File: src/rtl/core/utf8_validating_transcoder_top_assert.svh
// assertion macros for the utf8 transcoder blocks
// included by the modules that check their own logic, no other dependencies
`ifndef UTF8_VALIDATING_TRANSCODER_TOP_ASSERT_SVH
`define UTF8_VALIDATING_TRANSCODER_TOP_ASSERT_SVH
`ifndef SYNTHESIS
// antecedent holds, consequent holds in the same cycle
`define UVT_ASSERT_NOW(label, clk, rst_n, ante, cons) \
    label: assert property (@(posedge clk) disable iff (!rst_n) (ante) |-> (cons)) \
        else $error("uvt assertion failed");
// antecedent holds, consequent holds in the next cycle
`define UVT_ASSERT_NEXT(label, clk, rst_n, ante, cons) \
    label: assert property (@(posedge clk) disable iff (!rst_n) (ante) |=> (cons)) \
        else $error("uvt assertion failed");
`else
`define UVT_ASSERT_NOW(label, clk, rst_n, ante, cons)
`define UVT_ASSERT_NEXT(label, clk, rst_n, ante, cons)
`endif
`endif

File: src/rtl/core/uvt_pkg.sv
// shared types and constants of the utf8 validating transcoder
// no dependencies
`default_nettype none

package uvt_pkg;

    localparam int UVT_QUEUE_DEPTH = 4;

    // output format register values
    localparam logic FMT_UTF16 = 1'b0;
    localparam logic FMT_UTF32 = 1'b1;

    // one input item
    typedef struct packed {
        logic [7:0] in_byte;
        logic       end_of_text;
    } t_in_item;

    // one result item
    typedef struct packed {
        logic [20:0] code_unit;
        logic        malformed;
        logic        last_in_run;
        logic        text_done;
    } t_out_item;

    // decoded event handed from front to back
    typedef struct packed {
        logic [20:0] value;
        logic        malformed;
        logic        text_done;
    } t_evt;

    localparam logic [20:0] SUPP_BASE = 21'h10000;
    localparam logic [15:0] HI_SURR   = 16'hD800;
    localparam logic [15:0] LO_SURR   = 16'hDC00;

endpackage

`default_nettype wire

File: src/rtl/core/uvt_front.sv
// front end: accepts bytes, validates utf8 and gathers scalar values
// depends on uvt_pkg
`default_nettype none

module uvt_front import uvt_pkg::*; (
    input  wire logic     i_clk,
    input  wire logic     i_rst_n,
    input  wire logic     i_accept,
    input  wire t_in_item i_item,
    output logic          o_push,
    output t_evt          o_evt
);

    // allowed range of the byte after the lead byte
    localparam logic [2:0] CLS_ANY = 3'd0;
    localparam logic [2:0] CLS_E0  = 3'd1;
    localparam logic [2:0] CLS_ED  = 3'd2;
    localparam logic [2:0] CLS_F0  = 3'd3;
    localparam logic [2:0] CLS_F4  = 3'd4;

    logic [20:0] r_partial, n_partial;
    logic [1:0]  r_pending, n_pending;
    logic [2:0]  r_cls, n_cls;
    logic        r_err, n_err;

    logic [7:0]  b;
    logic        eot;
    logic        cont_ok;
    logic        bad;
    logic        ended_mid;
    logic [20:0] shifted;

    assign b   = i_item.in_byte;
    assign eot = i_item.end_of_text;
    assign shifted = {r_partial[14:0], b[5:0]};

    // continuation range check
    always_comb begin
        case (r_cls)
            CLS_E0:  cont_ok = b inside {[8'hA0:8'hBF]};
            CLS_ED:  cont_ok = b inside {[8'h80:8'h9F]};
            CLS_F0:  cont_ok = b inside {[8'h90:8'hBF]};
            CLS_F4:  cont_ok = b inside {[8'h80:8'h8F]};
            default: cont_ok = b inside {[8'h80:8'hBF]};
        endcase
    end

    // decode step
    always_comb begin
        n_partial = r_partial;
        n_pending = r_pending;
        n_cls     = r_cls;
        n_err     = r_err;
        bad       = 1'b0;
        ended_mid = 1'b0;
        o_push    = 1'b0;
        o_evt     = '{value: '0, malformed: 1'b0, text_done: eot};
        if (i_accept) begin
            if (r_err) begin
                if (eot) begin
                    n_err = 1'b0;
                end
            end else if (r_pending == 2'd0) begin
                if (b <= 8'h7F) begin
                    o_push      = 1'b1;
                    o_evt.value = {13'd0, b};
                end else if (b inside {[8'hC2:8'hDF]}) begin
                    n_partial = {16'd0, b[4:0]};
                    n_pending = 2'd1;
                    n_cls     = CLS_ANY;
                    ended_mid = eot;
                end else if (b inside {[8'hE0:8'hEF]}) begin
                    n_partial = {17'd0, b[3:0]};
                    n_pending = 2'd2;
                    n_cls     = (b == 8'hE0) ? CLS_E0 : (b == 8'hED) ? CLS_ED : CLS_ANY;
                    ended_mid = eot;
                end else if (b inside {[8'hF0:8'hF4]}) begin
                    n_partial = {18'd0, b[2:0]};
                    n_pending = 2'd3;
                    n_cls     = (b == 8'hF0) ? CLS_F0 : (b == 8'hF4) ? CLS_F4 : CLS_ANY;
                    ended_mid = eot;
                end else begin
                    bad = 1'b1;
                end
            end else if (cont_ok) begin
                n_cls     = CLS_ANY;
                n_pending = r_pending - 2'd1;
                if (r_pending == 2'd1) begin
                    o_push      = 1'b1;
                    o_evt.value = shifted;
                    n_partial   = '0;
                end else begin
                    n_partial = shifted;
                    ended_mid = eot;
                end
            end else begin
                bad = 1'b1;
            end

            // error result, sequence abandoned
            if (bad || ended_mid) begin
                o_push          = 1'b1;
                o_evt.value     = '0;
                o_evt.malformed = 1'b1;
                n_err           = !eot;
            end
            // any end of text or error clears the partial value, pending count and class
            if (eot || bad) begin
                n_partial = '0;
                n_pending = 2'd0;
                n_cls     = CLS_ANY;
            end
        end
    end

    // text state
    always_ff @(posedge i_clk) begin
        if (!i_rst_n) begin
            r_partial <= '0;
            r_pending <= 2'd0;
            r_cls     <= CLS_ANY;
            r_err     <= 1'b0;
        end else begin
            r_partial <= n_partial;
            r_pending <= n_pending;
            r_cls     <= n_cls;
            r_err     <= n_err;
        end
    end

endmodule

`default_nettype wire

File: src/rtl/core/uvt_queue.sv
// short event queue between front and back, register based
// depends on uvt_pkg
`default_nettype none

module uvt_queue import uvt_pkg::*; #(
    parameter int DEPTH = UVT_QUEUE_DEPTH
) (
    input  wire logic i_clk,
    input  wire logic i_rst_n,
    input  wire logic i_push,
    input  wire t_evt i_data,
    input  wire logic i_pop,
    output logic      o_valid,
    output t_evt      o_data,
    output logic      o_full
);

    localparam int PW = (DEPTH > 1) ? $clog2(DEPTH) : 1;
    localparam int CW = $clog2(DEPTH + 1);
    localparam logic [PW-1:0] LAST_PTR = PW'(DEPTH - 1);
    localparam logic [CW-1:0] FULL_CNT = CW'(DEPTH);

    t_evt          r_mem [DEPTH];
    logic [PW-1:0] r_wptr, r_rptr;
    logic [CW-1:0] r_count;
    logic          do_push, do_pop;

    assign o_full  = (r_count == FULL_CNT);
    assign o_valid = (r_count != '0);
    assign o_data  = r_mem[r_rptr];
    assign do_push = i_push && !o_full;
    assign do_pop  = i_pop && o_valid;

    // storage
    always_ff @(posedge i_clk) begin
        if (do_push) begin
            r_mem[r_wptr] <= i_data;
        end
    end

    // pointers and fill count
    always_ff @(posedge i_clk) begin
        if (!i_rst_n) begin
            r_wptr  <= '0;
            r_rptr  <= '0;
            r_count <= '0;
        end else begin
            if (do_push) begin
                r_wptr <= (r_wptr == LAST_PTR) ? '0 : r_wptr + PW'(1);
            end
            if (do_pop) begin
                r_rptr <= (r_rptr == LAST_PTR) ? '0 : r_rptr + PW'(1);
            end
            if (do_push && !do_pop) begin
                r_count <= r_count + CW'(1);
            end else if (do_pop && !do_push) begin
                r_count <= r_count - CW'(1);
            end
        end
    end

endmodule

`default_nettype wire

File: src/rtl/core/uvt_back.sv
// back end: turns events into utf16 units or utf32 values, output register
// depends on uvt_pkg and the assertion macro header
`default_nettype none
`include "utf8_validating_transcoder_top_assert.svh"

module uvt_back import uvt_pkg::*; (
    input  wire logic i_clk,
    input  wire logic i_rst_n,
    input  wire logic i_cfg_we,
    input  wire logic i_cfg_wdata,
    input  wire logic i_evt_valid,
    input  wire t_evt i_evt,
    output logic      o_pop,
    output logic      o_out_valid,
    output t_out_item o_out_item,
    input  wire logic i_out_stall
);

    logic        r_format;
    logic        r_out_valid;
    t_out_item   r_out;
    logic        r_pair;
    t_out_item   r_low;

    logic        adv;
    logic        is_pair;
    logic [19:0] off;
    t_out_item   first_item, low_item;

    assign adv     = !r_out_valid || !i_out_stall;
    assign o_pop   = adv && !r_pair && i_evt_valid;
    assign is_pair = !i_evt.malformed && (r_format == FMT_UTF16) &&
                     (i_evt.value >= SUPP_BASE);
    assign off     = 20'(i_evt.value - SUPP_BASE);

    // first result and the low half of a surrogate pair
    always_comb begin
        low_item = '{code_unit: {5'd0, LO_SURR + {6'd0, off[9:0]}},
                     malformed: 1'b0, last_in_run: 1'b1, text_done: i_evt.text_done};
        if (is_pair) begin
            first_item = '{code_unit: {5'd0, HI_SURR + {6'd0, off[19:10]}},
                           malformed: 1'b0, last_in_run: 1'b0, text_done: 1'b0};
        end else begin
            first_item = '{code_unit: i_evt.value, malformed: i_evt.malformed,
                           last_in_run: 1'b1, text_done: i_evt.text_done};
        end
    end

    // format register
    always_ff @(posedge i_clk) begin
        if (!i_rst_n) begin
            r_format <= FMT_UTF16;
        end else if (i_cfg_we) begin
            r_format <= i_cfg_wdata;
        end
    end

    // output register and pending low half
    always_ff @(posedge i_clk) begin
        if (!i_rst_n) begin
            r_out_valid <= 1'b0;
            r_pair      <= 1'b0;
        end else if (adv) begin
            if (r_pair) begin
                r_out_valid <= 1'b1;
                r_pair      <= 1'b0;
            end else begin
                r_out_valid <= i_evt_valid;
                r_pair      <= i_evt_valid && is_pair;
            end
        end
    end

    always_ff @(posedge i_clk) begin
        if (adv) begin
            if (r_pair) begin
                r_out <= r_low;
            end else if (i_evt_valid) begin
                r_out <= first_item;
                r_low <= low_item;
            end
        end
    end

    assign o_out_valid = r_out_valid;
    assign o_out_item  = r_out;

    // checks
    `UVT_ASSERT_NOW(a_pair_has_head, i_clk, i_rst_n, r_pair, r_out_valid)
    `UVT_ASSERT_NOW(a_head_not_last, i_clk, i_rst_n, r_pair,
        !r_out.last_in_run && !r_out.text_done && !r_out.malformed)
    `UVT_ASSERT_NEXT(a_low_follows, i_clk, i_rst_n, r_pair && !i_out_stall,
        r_out_valid && r_out.last_in_run && !r_out.malformed)
    `UVT_ASSERT_NOW(a_error_zero, i_clk, i_rst_n, r_out_valid && r_out.malformed,
        r_out.code_unit == '0 && r_out.last_in_run)

endmodule

`default_nettype wire

File: src/rtl/core/utf8_validating_transcoder_top.sv
// top level of the utf8 validating transcoder: front, event queue, back
// depends on uvt_pkg, uvt_front, uvt_queue, uvt_back
//
//   channel | direction | handshake                 | payload
//   in      | input     | i_in_valid / o_in_stall   | i_in_item  (t_in_item)
//   out     | output    | o_out_valid / i_out_stall | o_out_item (t_out_item)
//   cfg     | input     | i_cfg_we                  | i_cfg_wdata (output_format)
//
// one byte is taken every cycle while the queue has room; decode is combinational
// a result is registered as its event is popped from the queue head
// a surrogate pair gives two output items but comes from four input bytes, so
// the input keeps one byte per cycle without stalls unless the output stalls
// synchronous active-low reset clears the text state, queue and output register
// o_in_stall is high while the queue is full; the output register holds under stall
`default_nettype none

module utf8_validating_transcoder_top import uvt_pkg::*; #(
    parameter int QUEUE_DEPTH = UVT_QUEUE_DEPTH
) (
    input  wire logic      i_clk,
    input  wire logic      i_rst_n,
    input  wire logic      i_in_valid,
    output logic           o_in_stall,
    input  wire t_in_item  i_in_item,
    output logic           o_out_valid,
    input  wire logic      i_out_stall,
    output t_out_item      o_out_item,
    input  wire logic      i_cfg_we,
    input  wire logic      i_cfg_wdata
);

    logic in_accept;
    logic push, pop, q_valid, q_full;
    t_evt push_evt, head_evt;

    assign o_in_stall = q_full;
    assign in_accept  = i_in_valid && !q_full;

    // byte decode
    uvt_front u_front (
        .i_clk    (i_clk),
        .i_rst_n  (i_rst_n),
        .i_accept (in_accept),
        .i_item   (i_in_item),
        .o_push   (push),
        .o_evt    (push_evt)
    );

    // event queue
    uvt_queue #(.DEPTH(QUEUE_DEPTH)) u_queue (
        .i_clk   (i_clk),
        .i_rst_n (i_rst_n),
        .i_push  (push),
        .i_data  (push_evt),
        .i_pop   (pop),
        .o_valid (q_valid),
        .o_data  (head_evt),
        .o_full  (q_full)
    );

    // result formatting
    uvt_back u_back (
        .i_clk       (i_clk),
        .i_rst_n     (i_rst_n),
        .i_cfg_we    (i_cfg_we),
        .i_cfg_wdata (i_cfg_wdata),
        .i_evt_valid (q_valid),
        .i_evt       (head_evt),
        .o_pop       (pop),
        .o_out_valid (o_out_valid),
        .o_out_item  (o_out_item),
        .i_out_stall (i_out_stall)
    );

endmodule

`default_nettype wire
File: config.mk
export PLATFORM = sky130hd
export DESIGN_NAME = utf8_validating_transcoder_top
export DESIGN_NICKNAME = d
export VERILOG_FILES = /design/src/rtl/core/uvt_pkg.sv /design/src/rtl/core/uvt_front.sv /design/src/rtl/core/uvt_queue.sv /design/src/rtl/core/uvt_back.sv /design/src/rtl/core/utf8_validating_transcoder_top.sv
export VERILOG_INCLUDE_DIRS = /design/src /design/src/rtl/core
export SDC_FILE = /design/constraint.sdc
export NUM_CORES = 1
export LEC_CHECK = 0
export ABC_CLOCK_PERIOD_IN_PS = 4200
export BUFFER_PORTS_ARGS = -buffer_cell sky130_fd_sc_hd__buf_4
export CAP_MARGIN = 25
export CORE_MARGIN = 5
export CORE_UTILIZATION = 50
export CTS_BUF_LIST = sky130_fd_sc_hd__clkbuf_2 sky130_fd_sc_hd__clkbuf_4 sky130_fd_sc_hd__clkbuf_8
export DETAILED_ROUTE_END_ITERATION = 12
export GPL_TIMING_DRIVEN = 0
export PLACE_DENSITY = 0.79
export SETUP_SLACK_MARGIN = 0.05
export SYNTH_ARGS = -nofsm -noshare
export SYNTH_HDL_FRONTEND = slang
export SYNTH_SLANG_ARGS = --single-unit
File: constraint.sdc
create_clock -name i_clk -period 4.2 [get_ports i_clk]
set_input_delay 0.84 -clock i_clk [delete_from_list [all_inputs] [get_ports i_clk]]
set_output_delay 0.84 -clock i_clk [all_outputs]
set_load 0.005 [all_outputs]
=== After elaboration in Yosys (flattened, before gate mapping) ===
Memory sizes are Yosys's and may differ from the RTL's. A register that Yosys moved wholly into a read port is not among the register bits.
Index checks and enable logic that the tools add are counted.

* Bits in registers: 72
* RAM bits: 92
* Bits of input ports: 15
* Output and inout port bits: 26
* Logic and storage cells: 171
* Memories: 1

* $add $sub $neg: 8
* Order comparisons: 14
* Equality and inequality tests: 15
* Multiplexer cells: 77
* Bitwise gates (word level): 2
* Reductions and logical operators: 37

{| class="wikitable"
|+ Memories
! memory !! depth !! width !! read ports !! clocked after memory_dff !! wr ports !! line !! source
|-
| u_queue.r_mem || 4 || 23 || 1 || 1 || 1 || uvt_queue.sv:23 || <nowiki>t_evt r_mem [DEPTH];</nowiki>
|}

{| class="wikitable"
|+ Operator list
! kind !! number
|-
| two-way mux 15 bit || 9
|-
| two-way mux 21 bit || 4
|-
| greater-or-equal comparator 8 bit (second input constant) || 6
|-
| <= comparator 8 bit (second input constant) || 6
|-
| two-way mux 24 bit || 2
|-
| two-way mux 22 bit || 2
|-
| two-way mux 3 bit || 13
|-
| adder 15 x 11 -> 16 bit (first input constant) || 2
|-
| == test 8 bit (second input constant) || 4
|-
| two-way mux 1 bit || 31
|-
| two-way mux 2 bit || 13
|-
| greater-or-equal comparator 21 x 17 -> 1 bit (second input constant) || 1
|-
| subtractor 20 x 17 -> 20 bit (second input constant) || 1
|-
| two-way mux 19 bit || 1
|-
| logical AND 1 bit || 18
|-
| <= comparator 8 x 7 -> 1 bit (second input constant) || 1
|-
| zero test 1 bit || 8
|-
| two-way mux 8 bit || 1
|-
| == test 3 x 2 -> 1 bit (second input constant) || 2
|-
| == test 3 bit (second input constant) || 2
|-
| nonzero test 3 bit || 2
|-
| != test 5 bit (second input constant) || 1
|-
| AND reduction 5 bit || 1
|-
| adder 2 x 1 -> 2 bit (second input constant) || 2
|-
| other kinds (15) || 20
|}

=== Logic depth before layout (Yosys ltp) ===
Gate-level depths: netlist of the first run.

* Word-level depth: 17
* Mapped depth: 13
* Depth with buffers taken out: 12

=== By module ===
Synthesis of the first run repeated with hierarchy kept, for this count alone.

* Cell total of the unflattened synthesis: 438
* Area total of the unflattened synthesis: 6754.0 um^2

{| class="wikitable"
|+ Modules (own cells, without submodules)
! module !! times used !! cells an instance !! area an instance (um^2) !! seq. area each (um^2)
|-
| uvt_queue || 1 || 171 || 3834.9 || 2942.8
|-
| uvt_back || 1 || 129 || 1697.9 || 1111.1
|-
| uvt_front || 1 || 137 || 1207.4 || 420.4
|-
| utf8_validating_transcoder_top || 1 || 1 || 13.8 || 0.0
|}

=== Worst setup path after synthesis of the first run ===
No wires, ideal clock.

* Kind: input-to-reg
* Start: input i_in_item[7] (netlist name)
* End: memory u_queue.r_mem[0][0] (netlist name), enable pin
* Arrival: 3.425 ns
* Required time: 3.794 ns
* Slack: 0.370 ns
* Stages: 6
* Path through: or4bb_1 > nor4b_1 > a21boi_0 > a21oi_1 > o21a_1 > nor2b_1

* Longest elaborated chain between the ends: 15
* Elaborated cells on any way between the ends: 48
* Those cells by class: order compare: 13; mux: 25; reduce/logical: 10

{| class="wikitable"
|+ RTL lines
! what !! line !! source
|-
| start: declaration || utf8_validating_transcoder_top.sv:24 || <nowiki>input wire t_in_item i_in_item,</nowiki>
|-
| greater-or-equal comparator 8 bit / <= comparator 8 bit (equally long branches) || uvt_front.sv:77 || <nowiki>end else if (b inside {[8'hF0:8'hF4]}) begin</nowiki>
|-
| logical AND 1 bit || uvt_front.sv:77 ||
|-
| two-way mux 1 bit || uvt_front.sv:77 ||
|-
| two-way mux 1 bit || uvt_front.sv:72 || <nowiki>end else if (b inside {[8'hE0:8'hEF]}) begin</nowiki>
|-
| two-way mux 1 bit || uvt_front.sv:67 || <nowiki>end else if (b inside {[8'hC2:8'hDF]}) begin</nowiki>
|-
| two-way mux 1 bit || uvt_front.sv:64 || <nowiki>if (b <= 8'h7F) begin</nowiki>
|-
| two-way mux 1 bit || uvt_front.sv:63 || <nowiki>end else if (r_pending == 2'd0) begin</nowiki>
|-
| two-way mux 1 bit || uvt_front.sv:59 || <nowiki>if (r_err) begin</nowiki>
|-
| two-way mux 1 bit || uvt_front.sv:58 || <nowiki>if (i_accept) begin</nowiki>
|-
| logical OR 1 bit || uvt_front.sv:101 || <nowiki>if (bad || ended_mid) begin</nowiki>
|-
| two-way mux 1 bit * || uvt_front.sv:101 ||
|-
| two-way mux 1 bit * || uvt_front.sv:58 ||
|-
| logical AND 1 bit * || uvt_queue.sv:31 || <nowiki>assign do_push = i_push && !o_full;</nowiki>
|-
| two-way mux 1 bit * || uvt_queue.sv:36 || <nowiki>if (do_push) begin</nowiki>
|-
| two-way mux 1 bit (implied by the code) * || uvt_queue.sv:37 || <nowiki>r_mem[r_wptr] <= i_data;</nowiki>
|-
| end: declaration || uvt_queue.sv:23 ||
|}

Mark *: on every way between the ends. The rest lies on a longest branch, timed or not. The select of a mux whose other input is x is not followed.

=== Worst setup path after layout of the first run ===
* Start: input i_in_item[7] (netlist name)
* End: register u_queue.r_count[2]

* Longest elaborated chain between the ends: 16
* Elaborated cells on any way between the ends: 51
* Those cells by class: order compare: 13; mux: 24; reduce/logical: 14

{| class="wikitable"
|+ RTL lines
! what !! line !! source
|-
| greater-or-equal comparator 8 bit / <= comparator 8 bit (equally long branches) || uvt_front.sv:77 ||
|-
| logical AND 1 bit || uvt_front.sv:77 ||
|-
| two-way mux 1 bit || uvt_front.sv:77 ||
|-
| two-way mux 1 bit || uvt_front.sv:72 ||
|-
| two-way mux 1 bit || uvt_front.sv:67 ||
|-
| two-way mux 1 bit || uvt_front.sv:64 ||
|-
| two-way mux 1 bit || uvt_front.sv:63 ||
|-
| two-way mux 1 bit || uvt_front.sv:59 ||
|-
| two-way mux 1 bit || uvt_front.sv:58 ||
|-
| logical OR 1 bit || uvt_front.sv:101 ||
|-
| two-way mux 1 bit * || uvt_front.sv:101 ||
|-
| two-way mux 1 bit * || uvt_front.sv:58 ||
|-
| logical AND 1 bit * || uvt_queue.sv:31 ||
|-
| named net u_queue.do_push || uvt_queue.sv:26 || <nowiki>logic do_push, do_pop;</nowiki>
|-
| zero test 1 bit || uvt_queue.sv:56 || <nowiki>end else if (do_pop && !do_push) begin</nowiki>
|-
| logical AND 1 bit || uvt_queue.sv:56 ||
|-
| nonzero test 2 bit (no line) || -- ||
|-
| end signal: assignment || uvt_queue.sv:55 || <nowiki>r_count <= r_count + CW'(1);</nowiki>
|-
| end signal: assignment || uvt_queue.sv:57 || <nowiki>r_count <= r_count - CW'(1);</nowiki>
|-
| end: declaration || uvt_queue.sv:25 || <nowiki>logic [CW-1:0] r_count;</nowiki>
|}

The timed path passes the listed nets; every way through them passes the cells marked *. The select of a mux whose other input is x is not followed.
A chain may end at the register's enable or synchronous reset.

==> qor.csv, run 1 <==
metric,value,unit
run_status,completed,
grt_max_degree,21,
ys_seq_area_share,67.23,%
port_buffers,37,
wl_per_cell,18.04,um
root_buffer,clkbuf_8,
grt_antenna_before_repair,0,
first_pass_iters,5,
clk_pin_slew,0.08,ns
synth_area_leaders,"edfxtp_1 (57%), dfxtp_1 (9.9%), mux4_1 (4.3%)",
drive_above_1_share,22.33,%
async_reset_ff_share,0,%
rsz0062_at_grt,no,
wirelength,12140,um
gp_congestion,0.8411,
grt_pass1_vias,3828,
netlist_area,6655,um^2
power.density,642.8,nW/um^2
cts.sinks,160,
power,4.946,mW
start_kind,input pin,
fp-row-count,42,
crit_family,simple AND/OR/NAND/NOR gates,
grt_pass1_wl,20110,um
grt_usage,16.22,%
diodes,0,
clockBufferDepth,2,
rrSetupSlack,0.61,ns
synth_top_area_share,57.30,%
stdcell_area,7695,um^2
worst_path_largest_cell_delay,0.47,ns
tightest_slew,0.8007,ns
ctsHtreeMaxLevel,4,
cts_hold_buf,0,
via_per_inst,5.541,
yosys_warnings,0,
postRouteAntennaNets,0,
dp.cells,640,
arrival,4.02,ns
place_area,7254,um^2
syn_avg_cell_area,15.77,um^2
cpMaxStageDelayCell,or4bb_1,
syn2layout_area_growth,15.62,%
dpl.hpwl,8612,um
initial_utilization,50.66,%
nNetsFinal,508,
finalCritPeriodShare,87.09,%
ys_types,57,
place_ws,-0.2981,ns
die_area,15720,um^2
crit_type,input pin to flip-flop,
ys.flop_type,edfxtp_1,
critPathCaptureType,flip-flop,
maxSlewViolCount,0,
setup_tns,0,ns
clock_skew,0.009831,ns
fin_ws,0.5424,ns
maxSlewHeadroom,46.38,%
critPathRequiredTime,4.56,ns
synth_edf_count,127,
core-area,13140,um^2
fmax,273.4,MHz
ios,41,
vias,3729,
critical_path.cell_chain,buf_4 -> or4bb_1 -> nor4b_1 -> a21boi_2 -> a21oi_1 -> o21a_1 -> inv_1 -> ha_1 -> inv_1 -> fa_1 -> xor2_1 -> or3_1 -> a21oi_1,
setup_violations,0,
drv_cap,0,
min_path_type,flip-flop to flip-flop,
crit_fanout,7,
cts_setup_buffers,0,
drc,0,
die_y,125.4,um
clk_latency,0.43,ns
ys_seq_elements,160,
drtIter0Drc,348,
synth_area_leader_cell,edfxtp_1,
die_x,125.4,um
ir_worst_vdd,0.2398,mV
grt-ovfl-total,0,
numCtsBuffers,17,
synthCells,422,
finalHoldViolations,0,
critPathBufInv,3,
min_period,3.658,ns
synthesis.nets,446,
p_leak,2.716,nW
stdcell_count,673,
cts_tree,yes,
layout by cell type, fill, tap and decap left out, types with 3 or more instances in the layout:
| master | netlist | routed |
|---|---|---|
| and2_1 | 20 | 20 |
| o21a_1 | 3 | 3 |
| mux4_2 | 12 | 12 |
| dfxtp_1 | 33 | 33 |
| inv_1 | 15 | 15 |
| clkbuf_8 | 0 | 18 |
| a21oi_1 | 13 | 12 |
| nand2_1 | 20 | 20 |
| nor3_1 | 8 | 8 |
| or3_1 | 3 | 3 |
| a22o_1 | 14 | 14 |
| clkbuf_1 | 10 | 10 |
| nor2b_1 | 13 | 9 |
| buf_6 | 3 | 3 |
| mux2i_1 | 12 | 12 |
| buf_8 | 0 | 4 |
| nor2b_2 | 0 | 4 |
| ha_1 | 8 | 8 |
| clkinv_2 | 0 | 3 |
| a221oi_1 | 4 | 4 |
| bufinv_16 | 0 | 4 |
| mux4_1 | 11 | 11 |
| or3_2 | 3 | 3 |
| nor4_2 | 3 | 3 |
| nor4_1 | 5 | 5 |
| xor2_1 | 4 | 4 |
| nor2_1 | 16 | 16 |
| o21ai_0 | 11 | 11 |
| edfxtp_1 | 127 | 127 |
| nand3_1 | 5 | 5 |
| nand2b_1 | 5 | 5 |
| buf_4 | 2 | 40 |
where the power goes:
| part | total [mW] | internal, mW | leakage [nW] | switching, mW |
|---|---|---|---|---|
| Combinational | 1.51 | 0.706 | 1.06 | 0.800 |
| Clock | 1.19 | 0.670 | 0.214 | 0.524 |
| Sequential | 2.25 | 2.14 | 1.45 | 0.103 |
| Total | 4.95 | 3.52 | 2.72 | 1.43 |
area by class of cell:
cell class              count  area (um^2)
clock buffers              20        262.8
clock inverters            12        166.4
fillers                  1006         5443
flip-flops and latches    160         4474
plain buffers              19        136.4
repair buffers             43        372.9
well taps                 176        220.2
multi-input cells         228         2006
inverters                  15        56.30
synth_stat cells (all sizes together) (3+ instances only):
library cell / n
edfxtp: 127
dfxtp: 33
mux4: 23
and2: 20
nand2: 20
nor2: 16
inv: 15
a22o: 14
a21oi: 13
nor2b: 13
mux2i: 12
o21ai: 12
clkbuf: 10
buf: 9
nor3: 9
ha: 8
nor4: 8
or3: 6
nand2b: 5
nand3: 5
a221oi: 4
xor2: 4
a211oi: 3
o21a: 3
worst paths after layout:
check                        start                     to  cells past startpoint
max                   i_in_item[7]     u_queue.r_count[2]                     13
min          u_front.r_partial[12]  u_front.r_partial[12]                      1
max reg2reg     u_queue.r_count[2]     u_queue.r_count[2]                     12
min reg2reg  u_front.r_partial[12]  u_front.r_partial[12]                      1
through the flow:
stage	hold slack (ns)	util, %
after global routing	0.5119	58.57
after detailed placement	0.4586	55.22
after floorplan	0.4406	-
after global placement	0.4566	54.45
after CTS	0.4794	58.49
final	0.4769	58.57
worst reg2reg max path: cells and delay by family, from the launching register on:
kind / cells / cell delay [ns]
adder cells (fa/ha/maj): 2 / 0.42
buffers and inverters: 2 / 0.22
flip-flops: 1 / 0.39
AO/OA/AOI/OAI: 3 / 1.04
AND/OR/NAND/NOR: 4 / 1.38
XOR/XNOR: 1 / 0.08
cell families (layout without fill, tap and decap cells):
logic type	count (synthesis)	count (layout)	synth area share, %
buffers and inverters	34	109	2.895
AO/OA/AOI/OAI	69	69	7.727
flip-flops	160	160	67.23
AND/OR/NAND/NOR	111	111	9.607
XOR/XNOR	4	4	0.5264
multiplexers	35	35	10.21
adder cells (fa/ha/maj)	9	9	1.805
flip-flops by register name, summed over array words and instances, names as in the netlist, named ones only:
name                flops
u_back.r_low           11
u_queue.r_wptr          2
u_queue.r_mem          92
u_queue.r_count         3
u_front.r_partial      15
u_back.r_format         1
u_back.r_pair           1
u_back.o_out_item      24
u_queue.r_rptr          2
u_front.r_pending       2
u_front.r_cls           3
u_back.o_out_valid      1
u_front.r_err           1
repair_timing:
item / in CTS / in global routing
endpoints found under the hold margin: 0 / 0
resized for setup: 0 / 2
endpoints found under the setup margin: 0 / 1
metal layers:
metal	wire, um	GRT usage [%]
met5	0	0
met4	114	4.911
met1	5234	20.67
met3	755	5.160
met2	6036	26.80
(Power assumes the default switching activity.)
==> run 2: changes to the inputs <==
Settings changed: REMOVE_ABC_BUFFERS set to 1.
==> qor.csv, run 2 (synthesis results as in run 1) <==
metric,value,unit,change
run_status,completed,,unchanged
port_buffers,40,,was 37
sw_frac_of_total,28.73,%,was 28.86%
finalHoldViolations,0,,unchanged
postRouteAntennaNets,0,,unchanged
crit_family,simple AND/OR/NAND/NOR gates,,unchanged
wl_per_cell,17.70,um,was 18.04 um
ir_worst_vdd,0.2320,mV,was 0.2398 mV
fmax,288.0,MHz,was 273.4 MHz
critPathRequiredTime,4.58,ns,was 4.56 ns
regMostFlops,u_queue.r_mem,,unchanged
cpMaxStageDelayCell,or4bb_1,,unchanged
drv_cap,0,,unchanged
vias,3702,,was 3729
die_y,125.4,um,unchanged
final_cell_mix,"edfxtp_1 (127), buf_4 (42), dfxtp_1 (32), nand2_1 (20), and2_1 (20)",,"was edfxtp_1 (127), buf_4 (40), dfxtp_1 (33), nand2_1 (20), and2_1 (20)"
fp-row-count,42,,unchanged
clk_pin_slew,0.08,ns,about the same
ctsHtreeMaxLevel,4,,unchanged
wirelength,11670,um,was 12140 um
initial_utilization,50.66,%,unchanged
drc,0,,unchanged
min_period,3.472,ns,was 3.658 ns
start_kind,input pin,,unchanged
cts_tree,yes,,unchanged
grt_usage,15.86,%,was 16.22%
nNetsFinal,494,,was 508
multi_input_area,2002,um^2,was 2006 um^2
critPathBufInv,3,,unchanged
worst_path_largest_cell_delay,0.47,ns,about the same
grt_pass1_vias,3731,,was 3828
pwr-share-seq,47.6,%,was 45.4%
grt_pass1_wl,19320,um,was 20110 um
drive_above_1_share,22.57,%,was 22.33%
critical_path.cell_chain,buf_4 -> or4bb_1 -> nor4b_1 -> a21boi_1 -> a21oi_1 -> o21a_1 -> inv_1 -> ha_1 -> inv_1 -> fa_1 -> xor2_1 -> or3_1 -> a21oi_1,,was buf_4 -> or4bb_1 -> nor4b_1 -> a21boi_2 -> a21oi_1 -> o21a_1 -> inv_1 -> ha_1 -> inv_1 -> fa_1 -> xor2_1 -> or3_1 -> a21oi_1
core-area,13140,um^2,unchanged
gp_congestion,0.8120,,was 0.8411
rsz0062_at_grt,no,,unchanged
cts_setup_buffers,0,,unchanged
die_area,15720,um^2,unchanged
root_buffer,clkbuf_8,,unchanged
maxSlewHeadroom,31.95,%,was 46.38%
finalCritPeriodShare,82.68,%,was 87.09%
crit_type,input pin to flip-flop,,unchanged
min_path_type,flip-flop to flip-flop,,unchanged
cts.sinks,160,,unchanged
finish.utilization,58.30,%,was 58.57%
ios,41,,unchanged
fillerInstances,983,,was 1006
cts_hold_buf,0,,unchanged
seqCellArea,4476,um^2,was 4474 um^2
maxSlewViolCount,0,,unchanged
p_leak,2.700,nW,was 2.716 nW
numCtsBuffers,17,,unchanged
grt_antenna_before_repair,0,,unchanged
dpl.hpwl,8093,um,was 8612 um
grt-ovfl-total,0,,unchanged
tightest_slew,1.019,ns,was 0.8007 ns
clock_skew,0.01150,ns,was 0.009831 ns
die_x,125.4,um,unchanged
dp.cells,625,,was 640
p_comb_share,27.7,%,was 30.5%
diodes,0,,unchanged
syn2layout_area_growth,15.10,%,was 15.62%
largest_reg_flops,92,,unchanged
p_switching,1.403,mW,was 1.427 mW
clockBufferDepth,2,,unchanged
final_common_cell,edfxtp_1,,unchanged
first_pass_iters,4,,was 5
stdcell_count,659,,was 673
power.density,637.3,nW/um^2,was 642.8 nW/um^2
grt_max_degree,38,,was 21
clk_latency,0.45,ns,was 0.43 ns
drtIter0Drc,305,,was 348
via_per_inst,5.618,,was 5.541
setup_tns,0,ns,unchanged
clock_power_share,24.8,%,was 24.1%
cts_resized,0,,unchanged
crit_fanout,7,,unchanged
power,4.881,mW,was 4.946 mW
setup_violations,0,,unchanged
arrival,3.85,ns,was 4.02 ns
critPathCaptureType,flip-flop,,unchanged
p_int,3.479,mW,was 3.519 mW
run 2: metal layers:
layer | GRT usage (%) | part of all wire [%] | wire [um]
met1 | 19.08 | 41 | 4828
met2 | 27.05 | 51 | 5977
met3 | 3.582 | 4.8 | 565
met4 | 7.781 | 2.5 | 296
met5 | 0 | 0 | 0
run 2: per-stage QoR:
stage	cell area, um^2	hold slack, ns	worst slack [ns]
detailed placement	7187	0.4598	0.2414
finish	7660	0.4743	0.7276
global route	7660	0.5056	0.4277
CTS	7625	0.4816	0.7312
floorplan	6519	0.4407	0.01140
global placement	7039	0.4622	-1.708
run 2: worst register-to-register path, cell delays in order, from the launching register on:
cell     delay [ns]
dfxtp_1        0.42
nor3b_1        0.58
nor2b_1        0.18
nor2b_1        0.19
a21oi_1        0.40
o21a_1         0.41
inv_1          0.12
ha_1           0.23
inv_1          0.09
fa_1           0.19
xor2_1         0.08
or3_1          0.31
a21oi_1        0.15
run 2: layout make-up:
type	count	share of cell area, %
sequential	160	58.43
multi-input combinational	228	26.14
timing repair buffer	48	6.109
clock buffer	19	3.332
tap	176	2.875
clock inverter	13	2.385
inverter	15	0.7351
run 2: worst paths after layout:
path	startpoint	end	slack (ns)	depth (start not counted)
setup / recovery	i_in_item[7]	u_queue.r_count[2]	0.73	13
hold / removal	u_front.r_partial[13]	u_front.r_partial[13]	0.47	1
setup reg to reg	u_queue.r_count[2]	u_queue.r_count[2]	0.79	12
hold reg to reg	u_front.r_partial[13]	u_front.r_partial[13]	0.47	1
run 2: power groups by stage:
stage                     registers [mW]  clock network (mW)  logic (mW)
after detailed placement            2.38                   0        1.31
after CTS                           2.35                1.23        1.32
final                               2.32                1.21        1.35
after floorplan                     2.35                   0       0.810
after global placement              2.38                   0        1.21
after global routing                2.37                1.32        1.48
